[src/sv/sdf_pkg.sv]
// ---------------------------------------------------------------------------
// sdf_pkg
// Shared constants, codes and structs of the sound DMA FIFO pair.
// ---------------------------------------------------------------------------
package sdf_pkg;

    localparam int FIFO_WORDS = 8;
    localparam int NCHAN      = 2;
    localparam int WORD_W     = 32;
    localparam int BYTE_W     = 8;
    localparam int PTR_W      = $clog2(FIFO_WORDS);
    localparam int CNT_W      = $clog2(FIFO_WORDS + 1);
    localparam int SUM_W      = PTR_W + 1;
    localparam int BL_W       = 3;
    localparam int PLAY_BYTES = 4;
    localparam int LOW_WATER  = 3;
    localparam int KIND_W     = 2;
    localparam int TIMER_W    = 2;
    localparam int CFG_IDX_W  = 2;

    localparam int CH_A = 0;
    localparam int CH_B = 1;

    typedef enum logic [KIND_W-1:0] {
        KIND_WRITE = 2'd0,
        KIND_TICK  = 2'd1,
        KIND_CLEAR = 2'd2
    } t_kind;

    typedef enum logic [CFG_IDX_W-1:0] {
        CFG_A_ENABLE = 2'd0,
        CFG_B_ENABLE = 2'd1,
        CFG_A_TIMER  = 2'd2,
        CFG_B_TIMER  = 2'd3
    } t_cfg_idx;

    typedef struct packed {
        logic              push;
        logic              clear;
        logic              tick;
        logic [WORD_W-1:0] word;
    } t_chan_cmd;

    typedef struct packed {
        logic              req;
        logic              dropped;
        logic [BYTE_W-1:0] sample;
        logic              sample_valid;
    } t_chan_stat;

endpackage

[src/sv/sdf_if.sv]
// ---------------------------------------------------------------------------
// sdf_in_if / sdf_out_if
// Valid/ready channels for input items and result items.
// ---------------------------------------------------------------------------
interface sdf_in_if import sdf_pkg::*; ();
    logic               valid;
    logic               ready;
    logic [KIND_W-1:0]  kind;
    logic               channel;
    logic [TIMER_W-1:0] timer_index;
    logic [WORD_W-1:0]  word_value;

    modport source (output valid, kind, channel, timer_index, word_value, input ready);
    modport sink   (input valid, kind, channel, timer_index, word_value, output ready);
endinterface

interface sdf_out_if import sdf_pkg::*; ();
    logic              valid;
    logic              ready;
    logic              dma_request_a;
    logic              dma_request_b;
    logic [BYTE_W-1:0] sample_a;
    logic              sample_a_valid;
    logic [BYTE_W-1:0] sample_b;
    logic              sample_b_valid;
    logic              write_dropped;

    modport source (output valid, dma_request_a, dma_request_b, sample_a, sample_a_valid,
                    sample_b, sample_b_valid, write_dropped, input ready);
    modport sink   (input valid, dma_request_a, dma_request_b, sample_a, sample_a_valid,
                    sample_b, sample_b_valid, write_dropped, output ready);
endinterface

[src/sv/sdf_chan.sv]
// ---------------------------------------------------------------------------
// sdf_chan
// One channel: word FIFO, read pointer, count and four-byte play buffer.
// ---------------------------------------------------------------------------
module sdf_chan
    import sdf_pkg::*;
(
    input  logic       i_clk,
    input  logic       i_rst_n,
    input  t_chan_cmd  i_cmd,
    output t_chan_stat o_stat
);

    logic [WORD_W-1:0] r_store [FIFO_WORDS];
    logic [PTR_W-1:0]  r_rp, n_rp;
    logic [CNT_W-1:0]  r_count, n_count;
    logic [WORD_W-1:0] r_pw, n_pw;
    logic [BL_W-1:0]   r_bl, n_bl;

    logic              full;
    logic              wr_en;
    logic [SUM_W-1:0]  slot_sum;
    logic [PTR_W-1:0]  slot;
    logic [WORD_W-1:0] pw_mid;
    logic [BL_W-1:0]   bl_mid;

    assign full     = r_count >= CNT_W'(FIFO_WORDS);
    assign slot_sum = SUM_W'(r_rp) + SUM_W'(r_count);
    assign slot     = (slot_sum >= SUM_W'(FIFO_WORDS))
                    ? PTR_W'(slot_sum - SUM_W'(FIFO_WORDS)) : PTR_W'(slot_sum);

    always_comb begin
        n_rp    = r_rp;
        n_count = r_count;
        n_pw    = r_pw;
        n_bl    = r_bl;
        wr_en   = 1'b0;
        pw_mid  = r_pw;
        bl_mid  = r_bl;
        o_stat.req     = 1'b0;
        o_stat.dropped = 1'b0;

        if (i_cmd.push) begin
            o_stat.dropped = full;
            if (!full) begin
                wr_en   = 1'b1;
                n_count = r_count + CNT_W'(1);
            end
        end

        if (i_cmd.clear) begin
            n_count = '0;
        end

        if (i_cmd.tick) begin
            o_stat.req = r_count <= CNT_W'(LOW_WATER);
            // drop the current byte
            if (r_bl != '0) begin
                pw_mid = r_pw >> BYTE_W;
                bl_mid = r_bl - BL_W'(1);
            end
            n_pw = pw_mid;
            n_bl = bl_mid;
            // refill from the FIFO head once the buffer runs dry
            if (bl_mid == '0 && r_count != '0) begin
                n_pw    = r_store[r_rp];
                n_bl    = BL_W'(PLAY_BYTES);
                n_rp    = (r_rp == PTR_W'(FIFO_WORDS - 1)) ? '0 : r_rp + PTR_W'(1);
                n_count = r_count - CNT_W'(1);
            end
        end

        o_stat.sample_valid = n_bl != '0;
        o_stat.sample       = (n_bl != '0) ? n_pw[BYTE_W-1:0] : '0;
    end

    always_ff @(posedge i_clk) begin
        if (!i_rst_n) begin
            r_rp    <= '0;
            r_count <= '0;
            r_pw    <= '0;
            r_bl    <= '0;
        end else begin
            r_rp    <= n_rp;
            r_count <= n_count;
            r_pw    <= n_pw;
            r_bl    <= n_bl;
        end
    end

    always_ff @(posedge i_clk) begin
        if (wr_en) begin
            r_store[slot] <= i_cmd.word;
        end
    end

endmodule

[src/sv/sound_dma_fifo_pair.sv]
// ---------------------------------------------------------------------------
// sound_dma_fifo_pair
// Two audio DMA channels, each a word FIFO feeding a four-byte play buffer.
// ---------------------------------------------------------------------------
// Takes one item per clock cycle and returns one result per item; an item
// passes the input register, then the result register. Each item is
// handled by a single read-modify-write of the channel registers between those
// two registers, so the rate is one item per cycle whenever the result side
// keeps taking transfers; the result register is the only thing that stalls
// the input. Word writes go to the FIFO of the selected channel, or are
// dropped and flagged when it is full. A timer overflow ticks every enabled
// channel whose timer select matches: it raises a DMA request at three words
// or fewer, drops the current byte and unpacks the next word low byte first
// when the play buffer is empty. Configuration writes take effect at once and
// are meant to be issued only while the block is idle.
// ---------------------------------------------------------------------------
module sound_dma_fifo_pair
    import sdf_pkg::*;
(
    input  logic                 i_clk,
    input  logic                 i_rst_n,
    sdf_in_if.sink               i_in,
    sdf_out_if.source            o_out,
    input  logic                 i_cfg_we,
    input  logic [CFG_IDX_W-1:0] i_cfg_idx,
    input  logic                 i_cfg_data
);

    // configuration registers
    logic [NCHAN-1:0] r_enable;
    logic [NCHAN-1:0] r_timer_sel;

    // input register
    logic               r_s1_valid;
    logic [KIND_W-1:0]  r_s1_kind;
    logic               r_s1_channel;
    logic [TIMER_W-1:0] r_s1_timer;
    logic [WORD_W-1:0]  r_s1_word;

    // result register
    logic              r_out_valid;
    t_chan_stat        r_out_stat [NCHAN];

    logic              in_xfer;
    logic              out_adv;
    logic              s1_move;
    t_chan_cmd         cmd  [NCHAN];
    t_chan_stat        stat [NCHAN];

    // the result slot frees up when empty or when its transfer completes
    assign out_adv     = !r_out_valid || o_out.ready;
    assign s1_move     = r_s1_valid && out_adv;
    assign i_in.ready  = !r_s1_valid || out_adv;
    assign in_xfer     = i_in.valid && i_in.ready;

    // decode the held item into per-channel commands
    always_comb begin
        for (int ch = 0; ch < NCHAN; ch++) begin
            cmd[ch].push  = 1'b0;
            cmd[ch].clear = 1'b0;
            cmd[ch].tick  = 1'b0;
            cmd[ch].word  = r_s1_word;
        end
        if (s1_move) begin
            unique case (r_s1_kind)
                KIND_WRITE: begin
                    cmd[r_s1_channel].push = 1'b1;
                end
                KIND_CLEAR: begin
                    cmd[r_s1_channel].clear = 1'b1;
                end
                KIND_TICK: begin
                    // timers two and three never match a one-bit select
                    for (int ch = 0; ch < NCHAN; ch++) begin
                        cmd[ch].tick = r_enable[ch]
                                     && (r_s1_timer == TIMER_W'(r_timer_sel[ch]));
                    end
                end
                default: begin
                    // unknown kind: leave the channels alone
                end
            endcase
        end
    end

    for (genvar g = 0; g < NCHAN; g++) begin : g_chan
        sdf_chan u_chan (
            .i_clk   (i_clk),
            .i_rst_n (i_rst_n),
            .i_cmd   (cmd[g]),
            .o_stat  (stat[g])
        );
    end

    // control state
    always_ff @(posedge i_clk) begin
        if (!i_rst_n) begin
            r_s1_valid  <= 1'b0;
            r_out_valid <= 1'b0;
            r_enable    <= '0;
            r_timer_sel <= '0;
        end else begin
            // hold the input register until the result slot can take it
            if (in_xfer) begin
                r_s1_valid <= 1'b1;
            end else if (s1_move) begin
                r_s1_valid <= 1'b0;
            end

            if (s1_move) begin
                r_out_valid <= 1'b1;
            end else if (o_out.ready) begin
                r_out_valid <= 1'b0;
            end

            if (i_cfg_we) begin
                unique case (t_cfg_idx'(i_cfg_idx))
                    CFG_A_ENABLE: r_enable[CH_A]    <= i_cfg_data;
                    CFG_B_ENABLE: r_enable[CH_B]    <= i_cfg_data;
                    CFG_A_TIMER:  r_timer_sel[CH_A] <= i_cfg_data;
                    CFG_B_TIMER:  r_timer_sel[CH_B] <= i_cfg_data;
                    default: begin
                    end
                endcase
            end
        end
    end

    // payload registers
    always_ff @(posedge i_clk) begin
        if (in_xfer) begin
            r_s1_kind    <= i_in.kind;
            r_s1_channel <= i_in.channel;
            r_s1_timer   <= i_in.timer_index;
            r_s1_word    <= i_in.word_value;
        end
        if (s1_move) begin
            for (int ch = 0; ch < NCHAN; ch++) begin
                r_out_stat[ch] <= stat[ch];
            end
        end
    end

    assign o_out.valid          = r_out_valid;
    assign o_out.dma_request_a  = r_out_stat[CH_A].req;
    assign o_out.dma_request_b  = r_out_stat[CH_B].req;
    assign o_out.sample_a       = r_out_stat[CH_A].sample;
    assign o_out.sample_a_valid = r_out_stat[CH_A].sample_valid;
    assign o_out.sample_b       = r_out_stat[CH_B].sample;
    assign o_out.sample_b_valid = r_out_stat[CH_B].sample_valid;
    assign o_out.write_dropped  = r_out_stat[CH_A].dropped | r_out_stat[CH_B].dropped;

endmodule

[src/flat_wrapper.sv]
// flat-port wrapper written by rule: the top's interface ports become plain ports
module sound_dma_fifo_pair_flat import sdf_pkg::*;
  (i_clk, i_rst_n, i_cfg_we, i_cfg_idx, i_cfg_data, i_in_valid, i_in_kind, i_in_channel, i_in_timer_index, i_in_word_value, i_in_ready, o_out_valid, o_out_dma_request_a, o_out_dma_request_b, o_out_sample_a, o_out_sample_a_valid, o_out_sample_b, o_out_sample_b_valid, o_out_write_dropped, o_out_ready);
  sdf_in_if i_in_i ();
  sdf_out_if o_out_i ();
  input  logic i_clk;
  input  logic i_rst_n;
  input  logic i_cfg_we;
  input  logic [CFG_IDX_W-1:0] i_cfg_idx;
  input  logic i_cfg_data;
  input wire logic [$bits(i_in_i.valid)-1:0] i_in_valid;
  input wire logic [$bits(i_in_i.kind)-1:0] i_in_kind;
  input wire logic [$bits(i_in_i.channel)-1:0] i_in_channel;
  input wire logic [$bits(i_in_i.timer_index)-1:0] i_in_timer_index;
  input wire logic [$bits(i_in_i.word_value)-1:0] i_in_word_value;
  output wire logic [$bits(i_in_i.ready)-1:0] i_in_ready;
  output wire logic [$bits(o_out_i.valid)-1:0] o_out_valid;
  output wire logic [$bits(o_out_i.dma_request_a)-1:0] o_out_dma_request_a;
  output wire logic [$bits(o_out_i.dma_request_b)-1:0] o_out_dma_request_b;
  output wire logic [$bits(o_out_i.sample_a)-1:0] o_out_sample_a;
  output wire logic [$bits(o_out_i.sample_a_valid)-1:0] o_out_sample_a_valid;
  output wire logic [$bits(o_out_i.sample_b)-1:0] o_out_sample_b;
  output wire logic [$bits(o_out_i.sample_b_valid)-1:0] o_out_sample_b_valid;
  output wire logic [$bits(o_out_i.write_dropped)-1:0] o_out_write_dropped;
  input wire logic [$bits(o_out_i.ready)-1:0] o_out_ready;
  assign i_in_i.valid = i_in_valid;
  assign i_in_i.kind = i_in_kind;
  assign i_in_i.channel = i_in_channel;
  assign i_in_i.timer_index = i_in_timer_index;
  assign i_in_i.word_value = i_in_word_value;
  assign i_in_ready = i_in_i.ready;
  assign o_out_valid = o_out_i.valid;
  assign o_out_dma_request_a = o_out_i.dma_request_a;
  assign o_out_dma_request_b = o_out_i.dma_request_b;
  assign o_out_sample_a = o_out_i.sample_a;
  assign o_out_sample_a_valid = o_out_i.sample_a_valid;
  assign o_out_sample_b = o_out_i.sample_b;
  assign o_out_sample_b_valid = o_out_i.sample_b_valid;
  assign o_out_write_dropped = o_out_i.write_dropped;
  assign o_out_i.ready = o_out_ready;
  sound_dma_fifo_pair u_core (.i_clk(i_clk), .i_rst_n(i_rst_n), .i_in(i_in_i), .o_out(o_out_i), .i_cfg_we(i_cfg_we), .i_cfg_idx(i_cfg_idx), .i_cfg_data(i_cfg_data));
endmodule
[config.mk]
export PLATFORM = sky130hd
export DESIGN_NAME = sound_dma_fifo_pair_flat
export DESIGN_NICKNAME = d
export VERILOG_FILES = /design/src/sv/sdf_pkg.sv /design/src/sv/sdf_if.sv /design/src/sv/sdf_chan.sv /design/src/sv/sound_dma_fifo_pair.sv /design/src/flat_wrapper.sv
export SDC_FILE = /design/constraint.sdc
export NUM_CORES = 1
export LEC_CHECK = 0
export BUFFER_PORTS_ARGS = -buffer_cell sky130_fd_sc_hd__buf_2
export CORE_UTILIZATION = 61
export DETAILED_ROUTE_END_ITERATION = 10
export PLACE_DENSITY = 0.84
export SLEW_MARGIN = 20
export SYNTH_ARGS = -nofsm -noshare
export SYNTH_HDL_FRONTEND = slang
export SYNTH_HIERARCHICAL = 1
export SYNTH_SLANG_ARGS = --single-unit
[constraint.sdc]
create_clock -name i_clk -period 5.4 [get_ports i_clk]
set_input_delay 0.27 -clock i_clk [delete_from_list [all_inputs] [get_ports i_clk]]
set_output_delay 0.27 -clock i_clk [all_outputs]
set_load 0.01 [all_outputs]
**Word level (Yosys, flattened, before mapping)**

Memories as Yosys holds them, arrays and structs flattened. A register that Yosys moved wholly into a read port is not among the register bits.
Cells that the tools add are included.

- Register bits after elaboration: 127
- RAM bits: 534
- Output and inout bits: 23
- Word-level logic and storage cells: 151
- Memories: 3

- Add/sub/neg operators: 12
- Order comparisons: 8
- Eq/ne operators: 9
- Muxes and demuxes: 64
- Bitwise operators: 2
- Reduce and logical (&&, ||, !) cells: 33

Memory list:

| name | depth | bits a word | rd ports | clocked after memory_dff | wr ports | line | text |
|---|---|---|---|---|---|---|---|
| u_core.g_chan[0].u_chan.r_store | 8 | 32 | 1 | 1 | 1 | sdf_chan.sv:14 | `logic [WORD_W-1:0] r_store [FIFO_WORDS];` |
| u_core.g_chan[1].u_chan.r_store | 8 | 32 | 1 | 1 | 1 | sdf_chan.sv:14 |  |
| u_core.r_out_stat | 2 | 11 | 2 | 0 | 2 | sound_dma_fifo_pair.sv:42 | `t_chan_stat r_out_stat [NCHAN];` |

Operators with widths:

| operator | number |
|---|---|
| bitwise mux 70 bit | 2 |
| two-way mux 32 bit | 4 |
| demux 35 bit (select 1 bit) | 2 |
| two-way mux 70 bit | 1 |
| one-hot mux 34 bit (2 select lines) | 1 |
| one-hot mux 32 bit (2 select lines) | 1 |
| two-way mux 3 bit | 16 |
| two-way mux 4 bit | 10 |
| two-way mux 35 bit | 1 |
| two-way mux 34 bit | 1 |
| two-way mux 8 bit | 4 |
| two-way mux 1 bit | 18 |
| greater-or-equal comparator 4 bit, second input constant | 4 |
| AND reduction 2 bit | 8 |
| nonzero test 3 bit | 4 |
| subtractor 3 x 1 -> 3 bit, second input constant | 4 |
| adder 3 x 4 -> 4 bit | 2 |
| adder 4 x 1 -> 4 bit, second input constant | 2 |
| less-or-equal comparator 4 x 2 -> 1 bit, second input constant | 2 |
| nonzero test 2 bit | 4 |
| nonzero test 4 bit | 2 |
| subtractor 4 x 1 -> 4 bit, second input constant | 2 |
| logical AND 1 bit | 7 |
| adder 3 x 1 -> 3 bit, second input constant | 2 |
| other kinds (14) | 24 |

**Longest topological paths before layout**

- Depth after elaboration: 15
- Mapped depth: 11

**Cells and area by module**

Netlist, hierarchy kept.

By module, submodules not included:

| module | times used | cells each | area each (um2) | seq. area each (um2) |
|---|---|---|---|---|
| sdf_chan at u_core.g_chan[0].u_chan | 1 | 640 | 11750.0 | 8588.2 |
| sdf_chan at u_core.g_chan[1].u_chan | 1 | 603 | 11591.1 | 8588.2 |
| sound_dma_fifo_pair | 1 | 148 | 2351.0 | 1891.8 |

**Worst setup path before layout**

OpenSTA, ideal clock, no wires.

- Path kind: register -> register
- Start point: register u_core.g_chan[1].u_chan.r_count[0]
- End point: memory u_core.g_chan[1].u_chan.r_store[2][0] (enable)
- Setup time: 0.502 ns
- Data arrival time: 4.423 ns
- Required time: 4.898 ns
- Path slack: 0.476 ns
- Cell stages (with the launch flop): 7
- Buffers on the path: 0
- Period minus slack after synthesis: 4.924 ns
- Cells stage by stage: dfxtp_1 -> ha_1 -> inv_1 -> fa_1 -> xnor2_1 -> xor2_1 -> nor4_1

- Longest elaborated chain between the ends: 5
- Elaborated cells between the ends (all ways): 9
- Those cells by class: 2 x add/sub; 2 x order compare; 5 x mux

RTL lines:

| what | line | text |
|---|---|---|
| from (decl) | sdf_chan.sv:16 | `logic [CNT_W-1:0] r_count, n_count;` |
| from (signal assigned) | sdf_chan.sv:85 | `r_count <= n_count;` |
| parallel branches: the longest is 5 deep, another holds adder 3 x 4 -> 4 bit | - |  |
| to (decl) | sdf_chan.sv:14 |  |

Several ways; the timed one is not identified.

==> out/summary.txt <==
Status -> complete, no violations
CTS tree -> built
Most common cell after layout, fill and taps aside -> edfxtp_1
Vias in the first global route -> 14200
CP Data Arrival Time -> 4.30 ns
Antenna Violating Nets Remaining -> 0
Die area -> 0.0429 sq mm
Setup TNS -> 0 ns
Slew Viols, Final -> 0
Post-layout instance area -> 0.0289 sq mm
CTS clk-pin slew, worst paths -> 0.06 ns
Skew-Pair Late Insertion Delay -> 0.61 ns
PostCTS Resize Cnt -> 0
Final cycle utilization of the critical path -> 0.706
Synth cell types -> 59
Mapped Area -> 0.0257 sq mm
Diodes inserted -> 0
Max Clk Rate -> 262 MHz
Yosys Warn Count -> 6
P_leak -> 0.00908 uW
Synth async-reset ratio -> 0
Placer Congestion -> 0.806
GRT busiest layer -> met2
Count of hold-fix buffers inserted at cts -> 43
DRC -> 0
Area leader, netlist -> edfxtp_1
XOR/XNOR share of the synthesized area -> 0.00404
Min cycle time layout -> 3.81 ns
First-pass DRT Iterations -> 6
Max_cap viols -> 0
Post-synthesis mux area share -> 0.135
R2R Path End -> u_core/g_chan[1].u_chan/r_count[1]
CP required -> 5.89 ns
Area Growth Syn to Fin -> 12.4%
Largest net degree at the start of global routing -> 50
Filler cell count -> 2359
Reg2reg start -> u_core/r_s1_timer[0]
Hold worst-path end -> u_core/r_enable[0]
DRT iter0 DRCs -> 1655
Placed Area -> 0.0265 sq mm
Die W -> 207 um
Post-synth EDFFs -> 571
Worst Max-Slew Pin Slew -> 1.19 ns
Dpl hpwl -> 30800 um
Post-synth top area share -> 0.667
Seq/Total Area, Yosys -> 0.742
Crit-path max FO -> 24
Unrepaired setup endpoints after global routing -> false
First-pass GRT wire length -> 84600 um
Grt ovf -> 0
CORE AREA -> 0.0412 sq mm
Row count -> 74
Via density -> 6.63
Final setup fails -> 0
Syn Inst Count -> 1391
Maximum vdd ir drop -> 0.260 mV
Num CTS Buffers -> 60
Total GRT Usage -> 0.265
Met2 global-route usage -> 0.448
# IOs -> 68
Register bit total from synthesis -> 667
Hold Crit Class -> input pin to flip-flop
Largest family of logic cells by synthesized area -> multiplexers
Simple-Gate Fraction of Synth Area -> 0.0343
Clock Sinks -> 667
R2R setup slack -> 1.59 ns
Setup Fix Bufs, Post-CTS -> 0
Per-cell routed wire length -> 27.3 um
Chip Height -> 207 um
Crit Path Class -> flip-flop to flip-flop
CTS Root Cell -> clkbuf_16
Commonest cells after routing, fill and taps aside -> edfxtp_1 (571), mux4_2 (112), dfxtp_1 (90)
Avg Synthesized Cell Area -> 18.5 sq um
Complex-gate fraction of the synthesized area -> 0.0505
Synth Flop Type -> edfxtp_1
Starting density of the core -> 0.624
Layout Skew -> 0.0206 ns
Final net count -> 1544
Mapped Nets -> 1454
Reg2Reg Depth -> 8
Synth Area in Adders -> 0.00935
Hold Path Stages -> 3
Met1 Use GR -> 0.354
Worst setup SP type -> flip-flop
Post-Route WL -> 56300 um
Layout cell share with drive strength beyond 1 -> 0.233
Slew margin rel. -> 0.198
Final hold vios -> 0
# port buffers -> 67
Crit. End Element -> flip-flop
PwrDens -> 345 mW/mm^2
Met3 Use GR -> 0.0464
CTS max path bufs -> 3
Top cells by area, synth -> edfxtp_1 (67%), mux4_2 (9.8%), dfxtp_1 (7.5%)
H-tree Lvls -> 2
Critical hold path startpoint -> i_cfg_data
Via count -> 13700
Initial antenna violation count -> 0
[flip-flops by register name (all words and copies together) (netlist names), 6 cells and up, named ones only]
register	count
u_core/g_chan.u_chan/r_store	512
u_core/g_chan.u_chan/r_pw	64
u_core/r_s1_word	32
u_core/r_out_stat	22
u_core/g_chan.u_chan/r_count	8
u_core/g_chan.u_chan/r_bl	6
u_core/g_chan.u_chan/r_rp	6
[report_power, final]
part | internal, uW | total, uW | switching (uW)
registers | 5620 | 5690 | 71.9
clock network | 2330 | 4140 | 1810
logic | 53.1 | 121 | 68.4
total | 8000 | 9950 | 1960
[cell usage after synthesis, types with 3 or more instances]
cell	count
mux4_2	112
a22oi_1	32
nor3b_1	4
nor2_1	39
nand2_1	36
a21oi_1	53
a211oi_1	11
nand3b_1	4
mux2_2	24
nor4_1	11
a32o_1	8
o21a_1	3
nand3_1	14
clkbuf_1	59
xnor2_1	8
nand2b_1	7
o21ai_0	30
dfxtp_1	96
edfxtp_1	571
o31ai_1	3
buf_4	18
buf_2	28
o221ai_1	24
buf_6	3
nor2b_1	11
buf_1	5
and2_1	6
o22ai_1	9
mux2i_1	66
a31oi_1	3
inv_1	22
ha_1	16
nor3_1	20
[worst max-delay path by stage]
stage | start | cells after the start | slack, ns | endpoint
floorplan | u_core/g_chan[1].u_chan/r_count[0] | 6 | 0.48 | u_core/g_chan[1].u_chan/r_store[2][0]
global placement | o_out_ready | 9 | 1.97 | u_core/g_chan[1].u_chan/r_count[1]
detailed placement | u_core/o_out.valid | 8 | 1.78 | u_core/g_chan[1].u_chan/r_count[1]
CTS | u_core/o_out.valid | 8 | 1.71 | u_core/g_chan[1].u_chan/r_count[0]
global route | u_core/r_s1_timer[0] | 8 | 1.43 | u_core/g_chan[1].u_chan/r_count[2]
finish | u_core/r_s1_timer[0] | 8 | 1.59 | u_core/g_chan[1].u_chan/r_count[1]
[per-stage QoR]
stage               worst slack, ns  instances  total power (uW)   util  hold WS (ns)
CTS                            1.71       2061              9990  0.700       0.00751
detailed placement             1.78       1907              5890  0.643         0.448
finish                         1.59       2062              9950  0.701        0.0438
global placement               1.97       1907              5880  0.643         0.437
global route                   1.43       2062             10200  0.701        0.0383
floorplan                     0.476       1391              5820      -         0.369
[worst max-delay path, stage by stage (launching register included)]
cell      delay (ns)
edfxtp_1        0.44
xnor2_1         0.19
nand2_1         0.10
nor4_1          0.65
nand2b_1        0.28
nor3_2          0.76
and2_1          0.83
a211oi_1        0.20
o21a_1          0.23
[cells by family (layout without fill, tap and decap cells)]
logic type / Yosys count / in the layout
DFF: 667 / 667
adders and majority gates: 18 / 18
AOI/OAI and AO/OA: 189 / 189
xor gates and xnor gates: 11 / 11
muxes: 203 / 203
and+or+nand+nor: 167 / 167
buffers and inverters: 136 / 275
[cell type report]
| type | instances | area, sq um | area share |
|---|---|---|---|
| flip-flops and latches | 667 | 19100 | 0.661 |
| multi-input cells | 588 | 6100 | 0.211 |
| clock buffers | 82 | 1650 | 0.0570 |
| repair buffers | 142 | 1030 | 0.0355 |
| well taps | 532 | 666 | 0.0231 |
| clock inverters | 29 | 263 | 0.00910 |
| inverters | 22 | 82.6 | 0.00286 |
[metal layers]
metal | up-vias | wire length (um) | share of wire
met5 | - | 0 | 0
met4 | 0 | 1380 | 0.024
met3 | 130 | 4680 | 0.083
met2 | 831 | 28700 | 0.51
met1 | 6993 | 21600 | 0.38
li1 | 5717 | - | -
Note: power is estimated with default switching activity, not from simulation.
